<file path="config.mk">
export PLATFORM = sky130hd
export DESIGN_NAME = quadtree_lod_node_selector
export DESIGN_NICKNAME = d
export VERILOG_FILES = /design/src/rtl/core/qlod_pkg.sv /design/src/rtl/core/qlod_ram.sv /design/src/rtl/core/qlod_sq.sv /design/src/rtl/core/qlod_cfg.sv /design/src/rtl/core/qlod_walk.sv /design/src/rtl/core/quadtree_lod_node_selector.sv
export SDC_FILE = /design/constraint.sdc
export NUM_CORES = 2
export LEC_CHECK = 0
export BUFFER_PORTS_ARGS = -buffer_cell sky130_fd_sc_hd__buf_2
export CAP_MARGIN = 10
export CORE_MARGIN = 2
export CORE_UTILIZATION = 45
export CTS_BUF_LIST = sky130_fd_sc_hd__clkbuf_4
export CTS_CLUSTER_SIZE = 8
export DETAILED_ROUTE_END_ITERATION = 10
export GPL_ROUTABILITY_DRIVEN = 0
export SYNTH_ARGS = -nofsm -noshare
export SYNTH_HDL_FRONTEND = slang
export SYNTH_SLANG_ARGS = --single-unit
</file>
<file path="constraint.sdc">
create_clock -name clk -period 11.55 [get_ports clk]
set_input_delay 2.31 -clock clk [delete_from_list [all_inputs] [get_ports clk]]
set_output_delay 2.31 -clock clk [all_outputs]
set_load 0.01 [all_outputs]
</file>
<file path="src/rtl/core/qlod_pkg.sv">
// ----------------------------------------------------------------------------
// qlod_pkg
// shared types, register map and constants of the quadtree lod node selector
// ----------------------------------------------------------------------------
package qlod_pkg;

    localparam int MAX_LEVELS_DEF = 16;
    localparam int RANGE_REGS_DEF = 5;

    localparam int PADDR_W  = 5;
    localparam int COORD_W  = 17;
    localparam int LEVEL_W  = 4;
    localparam int COUNT_W  = 3;
    localparam int RANGE_W  = 32;
    localparam int EYE_W    = 32;
    localparam int GAP_W    = 33;
    localparam int PROD_W   = 66;
    localparam int CHILD_W  = 2;

    localparam logic [COORD_W-1:0] ROOT_SIZE_RST   = 17'd4096;
    localparam logic [LEVEL_W-1:0] ROOT_LEVEL_RST  = 4'd7;
    localparam logic [COUNT_W-1:0] RANGE_COUNT_RST = 3'd6;
    localparam logic [4:0][RANGE_W-1:0] RANGE_RST  = {
        32'd800000, 32'd320000, 32'd128000, 32'd51200, 32'd20480
    };

    localparam logic [CHILD_W-1:0] CHILD_FIRST = 2'd0;
    localparam logic [CHILD_W-1:0] CHILD_LAST  = 2'd3;

    typedef enum logic [2:0] {
        REG_ROOT_SIZE   = 3'd0,
        REG_ROOT_LEVEL  = 3'd1,
        REG_RANGE_COUNT = 3'd2,
        REG_RANGE1      = 3'd3,
        REG_RANGE2      = 3'd4,
        REG_RANGE3      = 3'd5,
        REG_RANGE4      = 3'd6,
        REG_RANGE5      = 3'd7
    } reg_idx_t;

    typedef enum logic {
        REQ_START = 1'b0,
        REQ_FETCH = 1'b1
    } req_t;

    typedef enum logic [1:0] {
        STATUS_NODE    = 2'd0,
        STATUS_DONE    = 2'd1,
        STATUS_STARTED = 2'd2
    } status_t;

    typedef enum logic [1:0] {
        SQ_NONE = 2'd0,
        SQ_LOAD = 2'd1,
        SQ_ADD  = 2'd2,
        SQ_CMP  = 2'd3
    } sq_kind_t;

    typedef struct packed {
        sq_kind_t         kind;
        logic [GAP_W-1:0] op;
    } sq_cmd_t;

    typedef struct packed {
        logic done;
        logic in_range;
    } sq_res_t;

    typedef struct packed {
        logic [COORD_W-1:0] root_size;
        logic [LEVEL_W-1:0] root_level;
        logic [COUNT_W-1:0] range_count;
    } qlod_cfg_t;

    typedef enum logic [3:0] {
        ST_IDLE,
        ST_TEST,
        ST_DX,
        ST_DZ,
        ST_DY,
        ST_DR,
        ST_DWAIT,
        ST_LD_RD,
        ST_LD_ACC,
        ST_ADV_CHK,
        ST_ADV_DATA
    } walk_state_t;

endpackage

</file>
<file path="src/rtl/core/qlod_ram.sv">
// ----------------------------------------------------------------------------
// qlod_ram
// generic single write port ram with registered read
// ----------------------------------------------------------------------------
module qlod_ram #(
    parameter int WIDTH = 2,
    parameter int DEPTH = 16
) (
    input  logic                     clk,
    input  logic                     we,
    input  logic [$clog2(DEPTH)-1:0] waddr,
    input  logic [WIDTH-1:0]         wdata,
    input  logic [$clog2(DEPTH)-1:0] raddr,
    output logic [WIDTH-1:0]         rdata
);

    logic [WIDTH-1:0] mem_reg [DEPTH];
    logic [WIDTH-1:0] rdata_reg;

    always_ff @(posedge clk)
    begin
        if (we)
        begin
            mem_reg[waddr] <= wdata;
        end
        rdata_reg <= mem_reg[raddr];
    end

    assign rdata = rdata_reg;

endmodule

</file>
<file path="src/rtl/core/qlod_sq.sv">
// ----------------------------------------------------------------------------
// qlod_sq
// shared square and accumulate unit for the squared box distance test
// ----------------------------------------------------------------------------
module qlod_sq (
    input  logic              clk,
    input  logic              rst_n,
    input  qlod_pkg::sq_cmd_t cmd,
    output qlod_pkg::sq_res_t res
);
    import qlod_pkg::*;

    sq_kind_t          a_kind_reg;
    sq_kind_t          p_kind_reg;
    logic [GAP_W-1:0]  a_op_reg;
    logic [PROD_W-1:0] prod_reg;
    logic [PROD_W-1:0] acc_reg;
    logic              done_reg;
    logic              in_range_reg;
    logic [PROD_W-1:0] sq_prod;

    assign sq_prod = PROD_W'(a_op_reg) * PROD_W'(a_op_reg);

    always_ff @(posedge clk or negedge rst_n)
    begin
        if (!rst_n)
        begin
            a_kind_reg <= SQ_NONE;
            p_kind_reg <= SQ_NONE;
            done_reg   <= 1'b0;
        end
        else
        begin
            a_kind_reg <= cmd.kind;
            p_kind_reg <= a_kind_reg;
            done_reg   <= (p_kind_reg == SQ_CMP);
        end
    end

    always_ff @(posedge clk)
    begin
        a_op_reg <= cmd.op;
        prod_reg <= sq_prod;
        unique case (p_kind_reg)
            SQ_LOAD: acc_reg <= prod_reg;
            SQ_ADD:  acc_reg <= acc_reg + prod_reg;
            SQ_CMP:  in_range_reg <= (acc_reg <= prod_reg);
            default: ;
        endcase
    end

    assign res.done     = done_reg;
    assign res.in_range = in_range_reg;

endmodule

</file>
<file path="src/rtl/core/qlod_cfg.sv">
// ----------------------------------------------------------------------------
// qlod_cfg
// apb register file: root node, range count and per level switch distances
// ----------------------------------------------------------------------------
module qlod_cfg #(
    parameter int RANGE_REGS = qlod_pkg::RANGE_REGS_DEF
) (
    input  logic                                     clk,
    input  logic                                     rst_n,
    input  logic                                     psel,
    input  logic                                     penable,
    input  logic                                     pwrite,
    input  logic [qlod_pkg::PADDR_W-1:0]             paddr,
    input  logic [31:0]                              pwdata,
    output logic [31:0]                              prdata,
    output logic                                     pready,
    output qlod_pkg::qlod_cfg_t                      cfg,
    output logic [RANGE_REGS-1:0][qlod_pkg::RANGE_W-1:0] ranges
);
    import qlod_pkg::*;

    logic [COORD_W-1:0]                 root_size_reg;
    logic [LEVEL_W-1:0]                 root_level_reg;
    logic [COUNT_W-1:0]                 range_count_reg;
    logic [RANGE_REGS-1:0][RANGE_W-1:0] range_reg;
    logic                               wr_en;
    reg_idx_t                           reg_idx;

    assign pready  = 1'b1;
    assign wr_en   = psel & penable & pwrite;
    assign reg_idx = reg_idx_t'(paddr[PADDR_W-1:2]);

    always_ff @(posedge clk or negedge rst_n)
    begin
        if (!rst_n)
        begin
            root_size_reg   <= ROOT_SIZE_RST;
            root_level_reg  <= ROOT_LEVEL_RST;
            range_count_reg <= RANGE_COUNT_RST;
            for (int k = 0; k < RANGE_REGS; k++)
            begin
                range_reg[k] <= RANGE_RST[k];
            end
        end
        else if (wr_en)
        begin
            unique case (reg_idx)
                REG_ROOT_SIZE:   root_size_reg   <= pwdata[COORD_W-1:0];
                REG_ROOT_LEVEL:  root_level_reg  <= pwdata[LEVEL_W-1:0];
                REG_RANGE_COUNT: range_count_reg <= pwdata[COUNT_W-1:0];
                default:
                begin
                    for (int k = 0; k < RANGE_REGS; k++)
                    begin
                        if (int'(reg_idx) == int'(REG_RANGE1) + k)
                        begin
                            range_reg[k] <= pwdata[RANGE_W-1:0];
                        end
                    end
                end
            endcase
        end
    end

    always_comb
    begin
        prdata = '0;
        unique case (reg_idx)
            REG_ROOT_SIZE:   prdata = 32'(root_size_reg);
            REG_ROOT_LEVEL:  prdata = 32'(root_level_reg);
            REG_RANGE_COUNT: prdata = 32'(range_count_reg);
            default:
            begin
                for (int k = 0; k < RANGE_REGS; k++)
                begin
                    if (int'(reg_idx) == int'(REG_RANGE1) + k)
                    begin
                        prdata = range_reg[k];
                    end
                end
            end
        endcase
    end

    assign cfg.root_size   = root_size_reg;
    assign cfg.root_level  = root_level_reg;
    assign cfg.range_count = range_count_reg;
    assign ranges          = range_reg;

endmodule

</file>
<file path="src/rtl/core/qlod_walk.sv">
// ----------------------------------------------------------------------------
// qlod_walk
// depth first walk sequencer: path stack, node replay and emit decision
// ----------------------------------------------------------------------------
module qlod_walk #(
    parameter int MAX_LEVELS = qlod_pkg::MAX_LEVELS_DEF,
    parameter int RANGE_REGS = qlod_pkg::RANGE_REGS_DEF
) (
    input  logic                                     clk,
    input  logic                                     rst_n,
    input  logic                                     start,
    output logic                                     busy,
    input  logic                                     req_type,
    input  logic signed [qlod_pkg::EYE_W-1:0]        eye_x,
    input  logic signed [qlod_pkg::EYE_W-1:0]        eye_y,
    input  logic signed [qlod_pkg::EYE_W-1:0]        eye_z,
    input  qlod_pkg::qlod_cfg_t                      cfg,
    input  logic [RANGE_REGS-1:0][qlod_pkg::RANGE_W-1:0] ranges,
    output qlod_pkg::sq_cmd_t                        sq_cmd,
    input  qlod_pkg::sq_res_t                        sq_res,
    output logic                                     result_valid,
    output logic [1:0]                               status,
    output logic [15:0]                              node_x,
    output logic [15:0]                              node_y,
    output logic [qlod_pkg::COORD_W-1:0]             node_size,
    output logic [qlod_pkg::LEVEL_W-1:0]             node_level
);
    import qlod_pkg::*;

    localparam int DW = $clog2(MAX_LEVELS);
    localparam logic [DW-1:0]      DEPTH_LAST = DW'(MAX_LEVELS - 1);
    localparam logic [COUNT_W-1:0] EFF_MAX    = COUNT_W'(RANGE_REGS + 1);

    walk_state_t              state_reg, state_next;
    logic                     active_reg, active_next;
    logic                     to_test_reg, to_test_next;
    logic [DW-1:0]            depth_reg, depth_next;
    logic [DW-1:0]            d_reg, d_next;
    logic [COORD_W-1:0]       x_acc_reg, x_acc_next;
    logic [COORD_W-1:0]       y_acc_reg, y_acc_next;
    logic [COORD_W-1:0]       s_acc_reg, s_acc_next;
    logic [LEVEL_W-1:0]       l_acc_reg, l_acc_next;
    logic [COORD_W-1:0]       cur_x_reg, cur_x_next;
    logic [COORD_W-1:0]       cur_y_reg, cur_y_next;
    logic [COORD_W-1:0]       cur_size_reg, cur_size_next;
    logic [LEVEL_W-1:0]       cur_level_reg, cur_level_next;
    logic signed [EYE_W-1:0]  eye_x_reg, eye_x_next;
    logic signed [EYE_W-1:0]  eye_y_reg, eye_y_next;
    logic signed [EYE_W-1:0]  eye_z_reg, eye_z_next;
    logic                     rslt_valid_reg, rslt_valid_next;
    status_t                  status_reg, status_next;
    logic [15:0]              node_x_reg, node_x_next;
    logic [15:0]              node_y_reg, node_y_next;
    logic [COORD_W-1:0]       node_size_reg, node_size_next;
    logic [LEVEL_W-1:0]       node_level_reg, node_level_next;

    logic                     ram_we;
    logic [DW-1:0]            ram_waddr;
    logic [CHILD_W-1:0]       ram_wdata;
    logic [DW-1:0]            ram_raddr;
    logic [CHILD_W-1:0]       ram_rdata;

    logic                     emit_now;
    logic                     split_now;
    logic [COUNT_W-1:0]       eff_count;
    logic [COORD_W-1:0]       half;
    logic [COORD_W:0]         x_end;
    logic [COORD_W:0]         y_end;
    logic signed [33:0]       ex_w, ez_w, x_lo, x_hi, z_lo, z_hi;
    logic signed [32:0]       ey_w;
    logic [GAP_W-1:0]         gap_x, gap_z, gap_y;
    logic [RANGE_W-1:0]       range_sel;

    function automatic logic [GAP_W-1:0] axis_gap(
        input logic signed [33:0] e,
        input logic signed [33:0] lo,
        input logic signed [33:0] hi
    );
        logic signed [33:0] diff;
        diff = '0;
        if (e < lo)
        begin
            diff = lo - e;
        end
        else if (e > hi)
        begin
            diff = e - hi;
        end
        return diff[GAP_W-1:0];
    endfunction

    qlod_ram #(
        .WIDTH(CHILD_W),
        .DEPTH(MAX_LEVELS)
    ) u_path (
        .clk  (clk),
        .we   (ram_we),
        .waddr(ram_waddr),
        .wdata(ram_wdata),
        .raddr(ram_raddr),
        .rdata(ram_rdata)
    );

    // distance operands
    assign x_end = {1'b0, cur_x_reg} + {1'b0, cur_size_reg};
    assign y_end = {1'b0, cur_y_reg} + {1'b0, cur_size_reg};
    assign ex_w  = {{2{eye_x_reg[EYE_W-1]}}, eye_x_reg};
    assign ez_w  = {{2{eye_z_reg[EYE_W-1]}}, eye_z_reg};
    assign ey_w  = {eye_y_reg[EYE_W-1], eye_y_reg};
    assign x_lo  = signed'({9'b0, cur_x_reg, 8'b0});
    assign x_hi  = signed'({8'b0, x_end, 8'b0});
    assign z_lo  = signed'({9'b0, cur_y_reg, 8'b0});
    assign z_hi  = signed'({8'b0, y_end, 8'b0});
    assign gap_x = axis_gap(ex_w, x_lo, x_hi);
    assign gap_z = axis_gap(ez_w, z_lo, z_hi);
    assign gap_y = (ey_w < 0) ? GAP_W'(-ey_w) : GAP_W'(ey_w);
    assign half  = s_acc_reg >> 1;

    assign eff_count = (cfg.range_count > EFF_MAX) ? EFF_MAX : cfg.range_count;

    always_comb
    begin
        range_sel = '0;
        for (int k = 0; k < RANGE_REGS; k++)
        begin
            if (LEVEL_W'(k + 1) == cur_level_reg)
            begin
                range_sel = ranges[k];
            end
        end
    end

    always_comb
    begin
        state_next      = state_reg;
        active_next     = active_reg;
        to_test_next    = to_test_reg;
        depth_next      = depth_reg;
        d_next          = d_reg;
        x_acc_next      = x_acc_reg;
        y_acc_next      = y_acc_reg;
        s_acc_next      = s_acc_reg;
        l_acc_next      = l_acc_reg;
        cur_x_next      = cur_x_reg;
        cur_y_next      = cur_y_reg;
        cur_size_next   = cur_size_reg;
        cur_level_next  = cur_level_reg;
        eye_x_next      = eye_x_reg;
        eye_y_next      = eye_y_reg;
        eye_z_next      = eye_z_reg;
        rslt_valid_next = 1'b0;
        status_next     = status_reg;
        node_x_next     = node_x_reg;
        node_y_next     = node_y_reg;
        node_size_next  = node_size_reg;
        node_level_next = node_level_reg;
        ram_we          = 1'b0;
        ram_waddr       = depth_reg;
        ram_wdata       = CHILD_FIRST;
        ram_raddr       = d_reg;
        sq_cmd.kind     = SQ_NONE;
        sq_cmd.op       = '0;
        emit_now        = 1'b0;
        split_now       = 1'b0;

        unique case (state_reg)
            ST_IDLE:
            begin
                if (start)
                begin
                    rslt_valid_next = 1'b1;
                    status_next     = STATUS_DONE;
                    node_x_next     = '0;
                    node_y_next     = '0;
                    node_size_next  = '0;
                    node_level_next = '0;
                    if (req_type == REQ_START)
                    begin
                        eye_x_next     = eye_x;
                        eye_y_next     = eye_y;
                        eye_z_next     = eye_z;
                        depth_next     = '0;
                        cur_x_next     = '0;
                        cur_y_next     = '0;
                        cur_size_next  = cfg.root_size;
                        cur_level_next = cfg.root_level;
                        active_next    = 1'b1;
                        status_next    = STATUS_STARTED;
                    end
                    else if (active_reg)
                    begin
                        rslt_valid_next = 1'b0;
                        state_next      = ST_TEST;
                    end
                end
            end
            ST_TEST:
            begin
                if (cur_level_reg == '0 || depth_reg >= DEPTH_LAST)
                begin
                    emit_now = 1'b1;
                end
                else if (cur_level_reg < LEVEL_W'(eff_count))
                begin
                    state_next = ST_DX;
                end
                else
                begin
                    split_now = 1'b1;
                end
            end
            ST_DX:
            begin
                sq_cmd.kind = SQ_LOAD;
                sq_cmd.op   = gap_x;
                state_next  = ST_DZ;
            end
            ST_DZ:
            begin
                sq_cmd.kind = SQ_ADD;
                sq_cmd.op   = gap_z;
                state_next  = ST_DY;
            end
            ST_DY:
            begin
                sq_cmd.kind = SQ_ADD;
                sq_cmd.op   = gap_y;
                state_next  = ST_DR;
            end
            ST_DR:
            begin
                sq_cmd.kind = SQ_CMP;
                sq_cmd.op   = GAP_W'(range_sel);
                state_next  = ST_DWAIT;
            end
            ST_DWAIT:
            begin
                if (sq_res.done)
                begin
                    if (sq_res.in_range)
                    begin
                        split_now = 1'b1;
                    end
                    else
                    begin
                        emit_now = 1'b1;
                    end
                end
            end
            ST_LD_RD:
            begin
                if (d_reg == depth_reg)
                begin
                    cur_x_next     = x_acc_reg;
                    cur_y_next     = y_acc_reg;
                    cur_size_next  = s_acc_reg;
                    cur_level_next = l_acc_reg;
                    state_next     = to_test_reg ? ST_TEST : ST_IDLE;
                end
                else
                begin
                    state_next = ST_LD_ACC;
                end
            end
            ST_LD_ACC:
            begin
                if (ram_rdata[0])
                begin
                    x_acc_next = x_acc_reg + half;
                end
                if (ram_rdata[1])
                begin
                    y_acc_next = y_acc_reg + half;
                end
                s_acc_next = half;
                l_acc_next = l_acc_reg - 1'b1;
                d_next     = d_reg + 1'b1;
                state_next = ST_LD_RD;
            end
            ST_ADV_CHK:
            begin
                if (depth_reg == '0)
                begin
                    active_next = 1'b0;
                    state_next  = ST_IDLE;
                end
                else
                begin
                    ram_raddr  = depth_reg - 1'b1;
                    state_next = ST_ADV_DATA;
                end
            end
            ST_ADV_DATA:
            begin
                if (ram_rdata == CHILD_LAST)
                begin
                    depth_next = depth_reg - 1'b1;
                    state_next = ST_ADV_CHK;
                end
                else
                begin
                    ram_we       = 1'b1;
                    ram_waddr    = depth_reg - 1'b1;
                    ram_wdata    = ram_rdata + 1'b1;
                    x_acc_next   = '0;
                    y_acc_next   = '0;
                    s_acc_next   = cfg.root_size;
                    l_acc_next   = cfg.root_level;
                    d_next       = '0;
                    to_test_next = 1'b0;
                    state_next   = ST_LD_RD;
                end
            end
            default:
            begin
                state_next = ST_IDLE;
            end
        endcase

        if (emit_now)
        begin
            rslt_valid_next = 1'b1;
            status_next     = STATUS_NODE;
            node_x_next     = cur_x_reg[15:0];
            node_y_next     = cur_y_reg[15:0];
            node_size_next  = cur_size_reg;
            node_level_next = cur_level_reg;
            state_next      = ST_ADV_CHK;
        end

        // descend into the first child and rebuild it from the root
        if (split_now)
        begin
            ram_we       = 1'b1;
            ram_waddr    = depth_reg;
            ram_wdata    = CHILD_FIRST;
            depth_next   = depth_reg + 1'b1;
            x_acc_next   = '0;
            y_acc_next   = '0;
            s_acc_next   = cfg.root_size;
            l_acc_next   = cfg.root_level;
            d_next       = '0;
            to_test_next = 1'b1;
            state_next   = ST_LD_RD;
        end
    end

    always_ff @(posedge clk or negedge rst_n)
    begin
        if (!rst_n)
        begin
            state_reg      <= ST_IDLE;
            active_reg     <= 1'b0;
            to_test_reg    <= 1'b0;
            depth_reg      <= '0;
            d_reg          <= '0;
            rslt_valid_reg <= 1'b0;
        end
        else
        begin
            state_reg      <= state_next;
            active_reg     <= active_next;
            to_test_reg    <= to_test_next;
            depth_reg      <= depth_next;
            d_reg          <= d_next;
            rslt_valid_reg <= rslt_valid_next;
        end
    end

    always_ff @(posedge clk)
    begin
        x_acc_reg      <= x_acc_next;
        y_acc_reg      <= y_acc_next;
        s_acc_reg      <= s_acc_next;
        l_acc_reg      <= l_acc_next;
        cur_x_reg      <= cur_x_next;
        cur_y_reg      <= cur_y_next;
        cur_size_reg   <= cur_size_next;
        cur_level_reg  <= cur_level_next;
        eye_x_reg      <= eye_x_next;
        eye_y_reg      <= eye_y_next;
        eye_z_reg      <= eye_z_next;
        status_reg     <= status_next;
        node_x_reg     <= node_x_next;
        node_y_reg     <= node_y_next;
        node_size_reg  <= node_size_next;
        node_level_reg <= node_level_next;
    end

    assign busy         = (state_reg != ST_IDLE);
    assign result_valid = rslt_valid_reg;
    assign status       = status_reg;
    assign node_x       = node_x_reg;
    assign node_y       = node_y_reg;
    assign node_size    = node_size_reg;
    assign node_level   = node_level_reg;

    a_idle_depth: assert property (@(posedge clk) disable iff (!rst_n)
        (state_reg == ST_IDLE && !active_reg) |-> depth_reg == '0)
        else $error("walk ended with nonzero depth");

    a_depth_bound: assert property (@(posedge clk) disable iff (!rst_n)
        depth_reg <= DEPTH_LAST)
        else $error("walk depth beyond stack");

    a_sq_done: assert property (@(posedge clk) disable iff (!rst_n)
        sq_res.done |-> state_reg == ST_DWAIT)
        else $error("distance result outside wait state");

    a_test_active: assert property (@(posedge clk) disable iff (!rst_n)
        state_reg == ST_TEST |-> active_reg)
        else $error("node test without running walk");

    a_node_src: assert property (@(posedge clk) disable iff (!rst_n)
        (rslt_valid_reg && status_reg == STATUS_NODE)
            |-> ($past(state_reg) == ST_TEST || $past(state_reg) == ST_DWAIT))
        else $error("node transaction from wrong state");

endmodule

</file>
<file path="src/rtl/core/quadtree_lod_node_selector.sv">
// ----------------------------------------------------------------------------
// quadtree_lod_node_selector
// depth first quadtree terrain lod walk, one selected patch per fetch
// ----------------------------------------------------------------------------
// A transaction is taken when start is high and busy is low. A start request
// (req_type 0) or a fetch with no walk running answers on the next cycle and
// busy stays low. A fetch walks the tree under a sequencer that shares one
// 33x33 squaring unit: each node passes a test state, a range tested node
// also sends four squares through the unit, then the compare, and each
// descent rebuilds the child from the root through the path stack ram, one
// level of depth at a time. After the result strobe the walk climbs past
// finished parents and steps to the next sibling, then the same rebuild,
// before busy drops. result_valid is high for exactly one cycle per
// transaction and cannot be held off by the receiver.
// ----------------------------------------------------------------------------
module quadtree_lod_node_selector #(
    parameter int MAX_LEVELS = qlod_pkg::MAX_LEVELS_DEF,
    parameter int RANGE_REGS = qlod_pkg::RANGE_REGS_DEF
) (
    input  logic                              clk,
    input  logic                              rst_n,
    input  logic                              start,
    output logic                              busy,
    input  logic                              req_type,
    input  logic signed [qlod_pkg::EYE_W-1:0] eye_x,
    input  logic signed [qlod_pkg::EYE_W-1:0] eye_y,
    input  logic signed [qlod_pkg::EYE_W-1:0] eye_z,
    output logic                              result_valid,
    output logic [1:0]                        status,
    output logic [15:0]                       node_x,
    output logic [15:0]                       node_y,
    output logic [qlod_pkg::COORD_W-1:0]      node_size,
    output logic [qlod_pkg::LEVEL_W-1:0]      node_level,
    input  logic                              psel,
    input  logic                              penable,
    input  logic                              pwrite,
    input  logic [qlod_pkg::PADDR_W-1:0]      paddr,
    input  logic [31:0]                       pwdata,
    output logic [31:0]                       prdata,
    output logic                              pready
);
    import qlod_pkg::*;

    qlod_cfg_t                          cfg;
    logic [RANGE_REGS-1:0][RANGE_W-1:0] ranges;
    sq_cmd_t                            sq_cmd;
    sq_res_t                            sq_res;

    qlod_cfg #(
        .RANGE_REGS(RANGE_REGS)
    ) u_cfg (
        .clk    (clk),
        .rst_n  (rst_n),
        .psel   (psel),
        .penable(penable),
        .pwrite (pwrite),
        .paddr  (paddr),
        .pwdata (pwdata),
        .prdata (prdata),
        .pready (pready),
        .cfg    (cfg),
        .ranges (ranges)
    );

    qlod_sq u_sq (
        .clk  (clk),
        .rst_n(rst_n),
        .cmd  (sq_cmd),
        .res  (sq_res)
    );

    qlod_walk #(
        .MAX_LEVELS(MAX_LEVELS),
        .RANGE_REGS(RANGE_REGS)
    ) u_walk (
        .clk         (clk),
        .rst_n       (rst_n),
        .start       (start),
        .busy        (busy),
        .req_type    (req_type),
        .eye_x       (eye_x),
        .eye_y       (eye_y),
        .eye_z       (eye_z),
        .cfg         (cfg),
        .ranges      (ranges),
        .sq_cmd      (sq_cmd),
        .sq_res      (sq_res),
        .result_valid(result_valid),
        .status      (status),
        .node_x      (node_x),
        .node_y      (node_y),
        .node_size   (node_size),
        .node_level  (node_level)
    );

endmodule

</file>
[Word level (Yosys, flattened, before mapping)]
Memory sizes are Yosys's and may differ from the RTL's. A register that Yosys moved wholly into a read port is not among the register bits.
Index checks and enable logic that the tools add are counted.
Operators by class
  $add $sub $neg: 15
  multipliers: 1
  order comparisons: 9
  equal/unequal tests: 45
  multiplexer cells: 109
  bitwise gates (word level): 4
  reductions and logical operators: 35
Operator list (number)
  two-way mux 32 bit: 10
  two-way mux 17 bit: 15
  one-hot mux 17 bit (2 select lines): 6
  two-way mux 33 bit: 5
  one-hot mux 35 bit (4 select lines): 1
  one-hot mux 66 bit (2 select lines): 1
  two-way mux 4 bit: 29
  one-hot mux 32 bit (3 select lines): 1
  adder 66 bit: 1
  <= comparator 66 bit: 1
  multiplier 33 x 33 -> 66 bit: 1
  subtractor 26 x 32 -> 33 bit: 2
  subtractor 32 x 27 -> 33 bit: 2
  > comparator 32 x 27 -> 1 bit: 2
  less-than comparator 32 x 26 -> 1 bit: 2
  two-way mux 16 bit: 4
  one-hot mux 4 bit (11 select lines): 1
  adder 17 x 17 -> 18 bit: 2
  adder 17 x 16 -> 17 bit: 2
  negation 32 -> 33 bit: 1
  less-than comparator 32 x 1 -> 1 bit (second input constant): 1
  one-hot mux 4 bit (2 select lines): 4
  two-way mux 1 bit: 24
  AND reduction 3 bit: 8
  40 further kinds: 92
Storage, ports and cells
  bits in registers: 631
  memory bits (writable): 32
  bits of input ports: 140
  output and inout port bits: 90
  logic and storage cells: 256
  memories: 1
Memories
  u_walk.u_path.mem_reg: depth 16, bits a word 2, rd ports 1, clocked after memory_dff 1, write ports 1, line qlod_ram.sv:17  | logic [WIDTH-1:0] mem_reg [DEPTH];

[Logic depth before layout (Yosys ltp)]
  word-level depth: 9
  mapped depth: 31
  depth with buffers taken out: 29

[By module]
A second synthesis with hierarchy kept.
Second synthesis, totals
  cells, all modules: 7494
  area total of the unflattened synthesis: 71910.2 um^2
By module, submodules not included
  qlod_sq: instances 1, cells each 4675, area each 41915.2 um^2, sequential area each 4098.9 um^2
  qlod_walk: instances 1, cells each 2123, area each 20110.5 um^2, sequential area each 7852.5 um^2
  qlod_cfg: instances 1, cells each 618, area each 8504.4 um^2, sequential area each 4639.4 um^2
  qlod_ram: instances 1, cells each 78, area each 1380.1 um^2, sequential area each 1001.0 um^2

[Worst setup path before layout]
No wires, ideal clock.
  kind: input-to-reg
  start point: in start
  end point: reg u_walk.depth_reg[3]
  library setup time: 0.095 ns
  data arrival time: 7.758 ns
  required time: 11.455 ns
  slack: 3.697 ns
  stages: 5
  path buffers: 0
  path through: nand2_1 nor2_1 nor3b_1 or2_2 o31ai_1
Between the ends
  cells in the longest elaborated chain, start to end: 2
Ends and longest elaborated chain
  start: declaration: line quadtree_lod_node_selector.sv:22  | input logic start,
  inequality test 3 x 2 -> 1 bit (no source line)
  AND reduction 4 bit (no source line)
  end signal: assignment: line qlod_walk.sv:364  | depth_reg <= depth_next;
  end: declaration: line qlod_walk.sv:37  | logic [DW-1:0] depth_reg, depth_next;
No other way between the ends.
A chain may end at the register's enable or synchronous reset.

[Worst setup path in the final report]
  start point: reg u_sq.a_op_reg[7]
  end point: reg u_sq.prod_reg[64]
Between the ends
  cells in the longest elaborated chain, start to end: 1
Ends and longest elaborated chain
  start: declaration: line qlod_sq.sv:15  | logic [GAP_W-1:0] a_op_reg;
  start signal: assignment: line qlod_sq.sv:42  | a_op_reg <= cmd.op;
  multiplier 33 x 33 -> 66 bit: line qlod_sq.sv:22  | assign sq_prod = PROD_W'(a_op_reg) * PROD_W'(a_op_reg);
  net u_sq.sq_prod[64]: line qlod_sq.sv:20  | logic [PROD_W-1:0] sq_prod;
  end signal: assignment: line qlod_sq.sv:43  | prod_reg <= sq_prod;
  end: declaration: line qlod_sq.sv:16  | logic [PROD_W-1:0] prod_reg;
The timed path passes the listed nets, and every way through them passes these cells.

==> flow_summary.yaml <==
route:
  vias: 53580
  routed_wl_mm: 203.2
  wl_per_cell_um: 20.69
  ant_nets: 0
  firstDrtPassIters: 7
  route.detailed.drc: 0
  first_iter_violations: 3526
  via_per_inst: 5.456
global_route:
  overflow: 0
  track_usage_pct: 25.40
  grt_max_degree: 96
  grt_pass1_wl_mm: 317.9
  antenna_found_initial: 18
  grt_pass1_vias: 56270
placed_design:
  dp.cells: 9462
  placedInstanceArea_sq_mm: 0.07405
  io_buffers: 226
  hpwl_mm: 158.0
sta:
  hold_viol_final: 0
  setup_tns_ps: 0
  report.final.slew_viol_count: 0
  finalCritPeriodShare_pct: 82.48
  worst_pin_slew_ps: 1166
  relSlewSlack_pct: 21.98
  fin_crit_ps: 9526
  setup_viol_count_final: 0
  clock_skew_ps: 140.5
  fmax_ghz: 0.1050
  rsz0062_at_grt: "false"
critical_path:
  crit_top_cell: "fa_1"
  cp_data_required_time_ps: 12520
  crit_path_end_kind: "flip-flop"
  crit_path_top_delay_cell: "dfxtp_1"
  cp-start-kind: "flip-flop"
  cp.depth: 26
  slowest_delay_ps: 960
  r2r-end: "u_sq.prod_reg[64]"
  regToRegSetupSlack_ps: 2020
  rr_worst_depth: 26
  cp.arrival_ps: 10500
  critical_path.top_delay_family: "adder cells"
  path_buf_inv: 6
  crit_fanout: 19
  critPathKind: "reg2reg"
  timing.rr.start: "u_sq.a_op_reg[7]"
floorplanning:
  dieWidth_um: 400.4
  io-pin-count: 230
  dieArea_sq_mm: 0.1604
  start_util_pct: 45.28
  die_y_um: 400.4
  core_area_sq_mm: 0.1562
  row_count: 145
synthesis:
  synth.top_cells.by_area: "fa_1, edfxtp_1, ha_1"
  synth_cell_types: 88
  ys_seq_area_share_pct: 24.87
  ys_async_sr_fraction_pct: 30.72
  syn_area_per_cell_sq_um: 9.573
  synth_common_cells: "inv_1, fa_1, nand2_1"
  synth_edf_count: 324
  synth_top_area_cell: "fa_1"
  ys_ff_latch: 664
  ys_warn_count: 0
  synthCells: 7388
  synth_area_sq_mm: 0.07073
  synth_top_area_share_pct: 24.48
  synthesis.nets: 8936
  synthFlopType: "edfxtp_1"
  yosysMostFrequentCell: "inv_1"
run_status:
  status: "finished, final reports clean"
pwr:
  vdd_drop_max_mv: 0.2296
  powerDensity_mw_per_mm2: 251.0
  p_leak_nw: 37.33
clock_tree:
  clock_latency_ps: 1220
  clock_path_buffers: 3
  cts.sinks: 664
  root_buffer: "clkbuf_4"
  cts_tree: "done"
  htreeDepth: 4
  postCtsHoldBufs: 0
  cts_setup_buffers: 0
  clkSlewWorstSetupHoldPaths_ps: 70
  cts_buffers: 185
  cts_resized: 0
min_path:
  hp-start: "u_sq.a_kind_reg[1]"
  holdPathEnd: "u_sq.p_kind_reg[1]"
  holdPathStages: 0
  hold_class: "reg2reg"
finish:
  drive_above_1_share_pct: 11.76
  largest_reg_flops: 160
  layout.nets: 9139
  area_growth_pct: 8.288
  fin_cells: 9821
  fin_area_sq_mm: 0.07659
flow_run:
  max_cap_violations: 0
## worst reg2reg max path, cell delays in order (launching register included)
cell       delay [ps]
dfxtp_1           960
buf_4             420
nand2_1           180
fa_1              550
inv_1              50
fa_1              470
fa_1              520
inv_1              60
fa_1              480
inv_1              80
fa_1              490
fa_1              500
fa_1              490
inv_1              50
fa_1              470
inv_1              40
ha_1              440
and4_1            300
nor2b_1           170
nand4_1           160
a211oi_1          580
o2111ai_1         360
a21oi_1           300
o21ai_0           240
o21ai_0           420
mux2i_1           120
a2111oi_0         480
## routing by layer
layer	part of all wire, %	up-vias	track usage [%]	wire length (um)
li1	-	24890	-	-
met2	48	1648	42.78	97430
met3	5.7	453	4.020	11480
met5	0.038	-	0	77
met4	5.1	12	12.33	10410
met1	41	26580	31.87	83830
## placed cells by master (no fill, tap or decap), types with 80 or more instances in the layout
cell type / Yosys / routed
inv_1: 1376 / 1374
fa_1: 865 / 865
nand2_1: 641 / 640
ha_1: 543 / 542
a21oi_1: 378 / 378
nor2_1: 366 / 356
and2_1: 331 / 331
edfxtp_1: 324 / 324
clkbuf_4: 0 / 277
buf_2: 3 / 225
o21ai_0: 222 / 222
mux2_2: 203 / 203
xnor2_1: 183 / 183
dfrtp_1: 176 / 176
dfxtp_1: 136 / 136
a21o_1: 128 / 128
xor2_1: 113 / 113
buf_4: 1 / 80
## cell families after synthesis
group,after synthesis,synth area share (%)
other cells,1,0.005302
buf+inv,1669,8.868
simple gates,1770,12.03
fa+ha+maj,1408,34.09
mux,268,4.294
xor+xnor,296,3.666
flops,664,24.87
compound gates,1312,12.18
## power by group
group	leakage (nW)	internal (W)	switching (W)
Clock	1.49	0.00115	0.00111
Combinational	29.1	0.00503	0.00796
Sequential	6.73	0.00332	0.000660
Total	37.3	0.00950	0.00973
## metrics by stage
step	hold WS (ps)	power (W)	utilization [%]	worst slack, ps
after detailed placement	345.7	0.01690	47.40	2084
after global placement	333.0	0.01672	47.40	2129
after CTS	282.1	0.01927	49.01	2069
final	285.1	0.01923	49.03	2024
after floorplan	331.2	0.01328	-	3697
after global routing	295.6	0.02113	49.02	1657
## final cells by class
| type | count | area, sq um |
|---|---|---|
| fill | 14790 | 79620 |
| multi-input combinational | 5055 | 46960 |
| sequential | 664 | 17590 |
| inverter | 1379 | 5176 |
| tap | 2058 | 2575 |
| clock buffer | 277 | 2079 |
| timing repair buffer | 306 | 1740 |
| clock inverter | 71 | 432.9 |
| antenna | 11 | 27.53 |
## worst max path at each step
stage,from,endpoint,slack (ps)
2_1_floorplan,start,u_walk.depth_reg[3],3700
3_3_place_gp,u_sq.a_op_reg[7],u_sq.prod_reg[64],2130
5_1_grt,u_sq.a_op_reg[7],u_sq.prod_reg[64],1660
6_report,u_sq.a_op_reg[7],u_sq.prod_reg[64],2020
3_5_place_dp,u_sq.a_op_reg[7],u_sq.prod_reg[64],2080
4_1_cts,u_sq.a_op_reg[7],u_sq.prod_reg[64],2070
(Power assumes the default switching activity.)
